$ cat config.mk
export PLATFORM = sky130hd
export DESIGN_NAME = bsq_ctrl
export DESIGN_NICKNAME = d
export VERILOG_FILES = /design/src/bsq_pkg.sv /design/src/bsq_ctrl.sv
export SDC_FILE = /design/constraint.sdc
export NUM_CORES = 1
export LEC_CHECK = 0
export BUFFER_PORTS_ARGS = -buffer_cell sky130_fd_sc_hd__buf_2
export CORE_AREA = 2 2 39 41
export CTS_BUF_LIST = sky130_fd_sc_hd__clkbuf_16
export DETAILED_ROUTE_END_ITERATION = 12
export DIE_AREA = 0 0 41 43
export GPL_TIMING_DRIVEN = 0
export PLACE_DENSITY = 0.65
export RECOVER_POWER = 25
export SYNTH_ARGS = -nofsm -noshare
export SYNTH_HDL_FRONTEND = slang
export SYNTH_SLANG_ARGS = --single-unit
$ cat constraint.sdc
create_clock -name clock -period 1.35 [get_ports clock]
set_input_delay 0.27 -clock clock [delete_from_list [all_inputs] [get_ports clock]]
set_output_delay 0.27 -clock clock [all_outputs]
set_load 0.005 [all_outputs]
$ cat src/bsq_pkg.sv
// Shared types, codes and sizes of the bounded stack unit.
package bsq_pkg;

   localparam int DEPTH_DEFAULT = 256;
   localparam int WORD_W        = 32;
   localparam int CAP_W         = 9;
   localparam int CNT_W         = 9;
   localparam logic [CAP_W-1:0] CAP_RESET = 9'd256;

   localparam logic [1:0] OP_PUSH  = 2'd0;
   localparam logic [1:0] OP_POP   = 2'd1;
   localparam logic [1:0] OP_QUERY = 2'd2;

   localparam logic [1:0] ST_OK       = 2'd0;
   localparam logic [1:0] ST_OVERFLOW = 2'd1;
   localparam logic [1:0] ST_EMPTY    = 2'd2;
   localparam logic [1:0] ST_NOLARGER = 2'd3;

   typedef struct packed {
      logic [1:0]               opcode;
      logic signed [WORD_W-1:0] operand_value;
   } req_type;

   typedef struct packed {
      logic signed [WORD_W-1:0] result_value;
      logic [1:0]               status;
      logic [CNT_W-1:0]         entry_count;
   } rsp_type;

   typedef struct packed {
      logic       latch;
      logic       push;
      logic       pop;
      logic       take_pop;
      logic       scan_start;
      logic       scan_step;
      logic       scan_end;
      logic       set_res;
      logic [1:0] res_status;
      logic       out_load;
   } cmd_type;

   typedef struct packed {
      logic [1:0] op;
      logic       full;
      logic       empty;
      logic       scan_last;
      logic       out_free;
   } sts_type;

endpackage

$ cat src/bsq_ctrl.sv
// Sequencer of the stack unit: walks each item through execute, the scan for a query, and output.
module bsq_ctrl (
   input  logic             clock,
   input  logic             reset,
   input  logic             req_valid,
   output logic             req_stall,
   input  bsq_pkg::sts_type sts,
   output bsq_pkg::cmd_type cmd
);

   localparam logic [2:0] S_IDLE      = 3'd0;
   localparam logic [2:0] S_EXEC      = 3'd1;
   localparam logic [2:0] S_POP_WAIT  = 3'd2;
   localparam logic [2:0] S_SCAN      = 3'd3;
   localparam logic [2:0] S_SCAN_TAIL = 3'd4;
   localparam logic [2:0] S_SCAN_END  = 3'd5;
   localparam logic [2:0] S_DONE      = 3'd6;

   logic [2:0] state_ff;
   logic [2:0] state_in;

   always_comb begin
      cmd      = '0;
      state_in = state_ff;
      case (state_ff)
         S_IDLE: begin
            if (req_valid) begin
               cmd.latch = 1'b1;
               state_in  = S_EXEC;
            end
         end
         S_EXEC: begin
            case (sts.op)
               bsq_pkg::OP_PUSH: begin
                  cmd.set_res = 1'b1;
                  if (sts.full) begin
                     cmd.res_status = bsq_pkg::ST_OVERFLOW;
                  end else begin
                     cmd.push       = 1'b1;
                     cmd.res_status = bsq_pkg::ST_OK;
                  end
                  state_in = S_DONE;
               end
               bsq_pkg::OP_POP: begin
                  if (sts.empty) begin
                     cmd.set_res    = 1'b1;
                     cmd.res_status = bsq_pkg::ST_EMPTY;
                     state_in       = S_DONE;
                  end else begin
                     cmd.pop  = 1'b1;
                     state_in = S_POP_WAIT;
                  end
               end
               bsq_pkg::OP_QUERY: begin
                  if (sts.empty) begin
                     cmd.set_res    = 1'b1;
                     cmd.res_status = bsq_pkg::ST_EMPTY;
                     state_in       = S_DONE;
                  end else begin
                     cmd.scan_start = 1'b1;
                     state_in       = S_SCAN;
                  end
               end
               default: begin
                  cmd.set_res    = 1'b1;
                  cmd.res_status = bsq_pkg::ST_OK;
                  state_in       = S_DONE;
               end
            endcase
         end
         S_POP_WAIT: begin
            cmd.take_pop = 1'b1;
            state_in     = S_DONE;
         end
         S_SCAN: begin
            cmd.scan_step = 1'b1;
            if (sts.scan_last) begin
               state_in = S_SCAN_TAIL;
            end
         end
         S_SCAN_TAIL: begin
            // The last word read comes out of the RAM and is compared here.
            state_in = S_SCAN_END;
         end
         S_SCAN_END: begin
            cmd.scan_end = 1'b1;
            state_in     = S_DONE;
         end
         S_DONE: begin
            if (sts.out_free) begin
               cmd.out_load = 1'b1;
               state_in     = S_IDLE;
            end
         end
         default: begin
            state_in = S_IDLE;
         end
      endcase
   end

   assign req_stall = (state_ff != S_IDLE);

   always_ff @(posedge clock) begin
      if (reset) begin
         state_ff <= S_IDLE;
      end else begin
         state_ff <= state_in;
      end
   end

endmodule

==> results.py <==
metrics = {
    "critical_path": {
        "r2r_end": "state_ff[0]",
        "reg2reg_from": "state_ff[1]",
        "cpMaxStageDelayCell": "or3b_4",
        "crit_family": "simple AND/OR/NAND/NOR gates",
        "worstSetupStartpointType": "register",
        "cp_num_buf_inv": 1,
        "worstPathArrival_ns": 1.40,
        "cp_max_fo": 8,
        "reg2reg_slack_ns": -0.04,
        "critPathCaptureType": "output port",
        "worstPathCellList": "or3b_4 > and4bb_2 > buf_2",
        "critPathKind": "reg2out",
        "reg2regPathDepth": 3,
        "max_stage_delay_ns": 0.43,
        "cp.required_ns": 1.08,
    },
    "routing": {
        "ant_nets": 0,
        "drc": 0,
        "vias_per_cell": 4.63,
        "wl_per_cell_um": 9.63,
        "num_vias": 403,
        "drt_iter0_markers": 9,
        "dr.pass1.iters": 4,
        "finalWirelength_um": 838,
    },
    "final_layout": {
        "layout_commonest_cell": "buf_2",
        "reg.largest.list": "state_ff x3",
        "largest_reg_flops": 3,
        "antenna_cells": 0,
        "finalNetCount": 85,
        "stdcell_count": 87,
        "top_register": "state_ff",
        "final_area_um2": 604,
        "mostFrequentLayoutCells": "18 x buf_2, 8 x nor2_1, 5 x inv_1, 4 x ha_1, 4 x buf_6",
        "area_growth_pct": 72.5,
        "drive_above_1_share_pct": 56.3,
    },
    "sta": {
        "max_freq_mhz": 599,
        "setup_viol": 10,
        "hold_viol": 0,
        "setup_slack_ns": -0.318,
        "fin_crit_sh_pct": 124,
        "finalMaxSlewViolations": 0,
        "rsz0062_at_grt": "yes",
        "hold_slack_ns": 0.259,
        "finClkSkew_ns": 0.00267,
        "post-route-min-period_ns": 1.67,
        "slew_headroom_pct": 82.3,
        "worst_slew_pin_slew_ns": 0.262,
    },
    "yosys": {
        "syn_area_um2": 350,
        "ys_seq_area_share_pct": 17.1,
        "synthCells": 45,
        "yosys_warnings": 0,
        "syn_avg_cell_area_um2": 7.79,
        "synth_nets": 58,
        "ys_ff_latch": 3,
        "ys_types": 22,
    },
    "grt": {
        "use_met3_pct": 7.85,
        "grt_max_degree": 11,
        "use_met1_pct": 10.5,
        "grt_pass1_wl_um": 1230,
        "antenna_found_initial": 0,
        "grt_overflow": 0,
        "grt_use_met2_pct": 16.9,
        "grt_pass1_vias": 335,
        "grt.total_usage_pct": 10.5,
        "top_usage_layer": "met2",
    },
    "worst_hold_path": {
        "hold_depth": 2,
        "hold_end": "state_ff[0]",
        "min-delay-start": "reset",
        "hold_path_class": "in2reg",
    },
    "place": {
        "routabilityCongestion": 0.634,
        "dp.cells": 81,
        "dp_hpwl_um": 616,
        "place_ws_ns": -0.242,
        "port_buffers": 20,
        "placed_area_um2": 474,
    },
    "power_and_ir_drop": {
        "internal_power_uw": 709,
        "switching_power_uw": 249,
        "p_comb_share_pct": 36.0,
        "fin_total_pwr_uw": 958,
        "power_density_nw_per_um2": 1580,
        "switching_share_pct": 26.0,
        "seqPwrFrac_pct": 16.8,
        "clkPwrFrac_pct": 47.1,
        "leakage_uw": 0.000311,
        "irDropWorstVdd_mv": 0.718,
    },
    "cts": {
        "path_clk_slew_ns": 0.03,
        "clock_path_buffers": 2,
        "cts_inserted_buffers": 3,
        "cts.sinks": 3,
        "clk_latency_ns": 0.22,
        "h-tree-depth": 1,
        "cts_tree": "yes",
        "clock_tree.root_cell": "clkbuf_16",
        "hold_buffers": 0,
    },
    "die": {
        "die_h_um": 43,
        "top_level_ports": 21,
        "rows": 14,
        "dieArea_um2": 1760,
        "initial_core_util_pct": 25.3,
        "die_x_um": 41,
        "design.core.area_um2": 1380,
    },
    "run": {
        "cap_violations": 0,
    },
    "status": {
        "outcome": "finished with violations",
        "violations": "setup timing",
    },
}
==> worst max-delay path by stage <==
stage                startpoint     endpoint  slack (ns)  depth (start not counted)
finish              state_ff[1]       cmd[1]       -0.32                          3
global route        state_ff[1]       cmd[1]       -0.36                          3
CTS                 state_ff[0]       cmd[1]       -0.35                          4
detailed placement  state_ff[0]       cmd[1]       -0.24                          5
global placement    state_ff[0]       cmd[1]       -0.23                          5
floorplan           state_ff[0]  state_ff[0]       -0.13                          5
==> repair_timing <==
item	in CTS	in global routing
cloned	0	0
setup endpoints to repair	9	15
pin swaps	4	4
resized for setup	9	4
setup buffers	4	2
==> worst reg2reg max path: stages (launching register included) <==
cell      delay, ns
dfxtp_4        0.35
or3b_4         0.43
or3_1          0.33
a211oi_2       0.18
==> per-layer routing <==
| layer | up-vias | wire length (µm) |
|---|---|---|
| met5 | - | 0 |
| met4 | 0 | 0 |
| met3 | 0 | 72 |
| met2 | 17 | 405 |
| met1 | 175 | 359 |
| li1 | 211 | - |
==> cells in the mapped netlist <==
master / n / share of area (%)
nand3b_1: 1 / 2.1
and4bb_2: 2 / 7.1
and3b_2: 1 / 2.9
or3_1: 1 / 1.8
nor3b_1: 4 / 8.6
nor3_1: 1 / 1.4
a211oi_2: 1 / 3.6
nor4_1: 1 / 1.8
clkbuf_2: 1 / 1.4
a21oi_1: 2 / 2.9
or3_2: 1 / 2.1
a32o_1: 1 / 2.9
nand2_1: 3 / 3.2
dfxtp_1: 3 / 17
and4b_2: 1 / 3.2
buf_6: 1 / 3.2
buf_4: 1 / 2.1
inv_1: 4 / 4.3
or3b_1: 1 / 2.5
nor2_1: 8 / 8.6
o21ai_0: 2 / 2.9
ha_1: 4 / 14
==> power groups by stage <==
stage	Combinational, µW	Sequential, µW	Clock (µW)
after floorplan	205	129	0
after CTS	348	159	463
final	345	161	452
after global placement	288	133	0
after detailed placement	292	135	0
after global routing	380	168	476
==> kinds of logic after synthesis <==
| family | synth area share, % |
|---|---|
| adder cells (fa/ha/maj) | 14.3 |
| flip-flops | 17.1 |
| buffers and inverters | 11.1 |
| AO/OA/AOI/OAI | 12.1 |
| AND/OR/NAND/NOR | 45.4 |
==> final cells by class <==
type	instances	area, µm²
Clock inverter	1	3.75
Sequential cell	3	66.3
Inverter	4	15.0
Timing Repair Buffer	25	158
Tap cell	16	20.0
Clock buffer	3	75.1
Fill cell	141	779
Multi-Input combinational cell	35	267
==> metrics by stage <==
step           TNS, ns  util [%]
6_report         -1.91      43.7
5_1_grt          -2.41      43.7
4_1_cts          -3.11      43.0
3_5_place_dp     -1.11      34.3
3_3_place_gp     -1.02      34.3
2_1_floorplan   -0.282         -
Note: power is estimated with default switching activity, not from simulation.
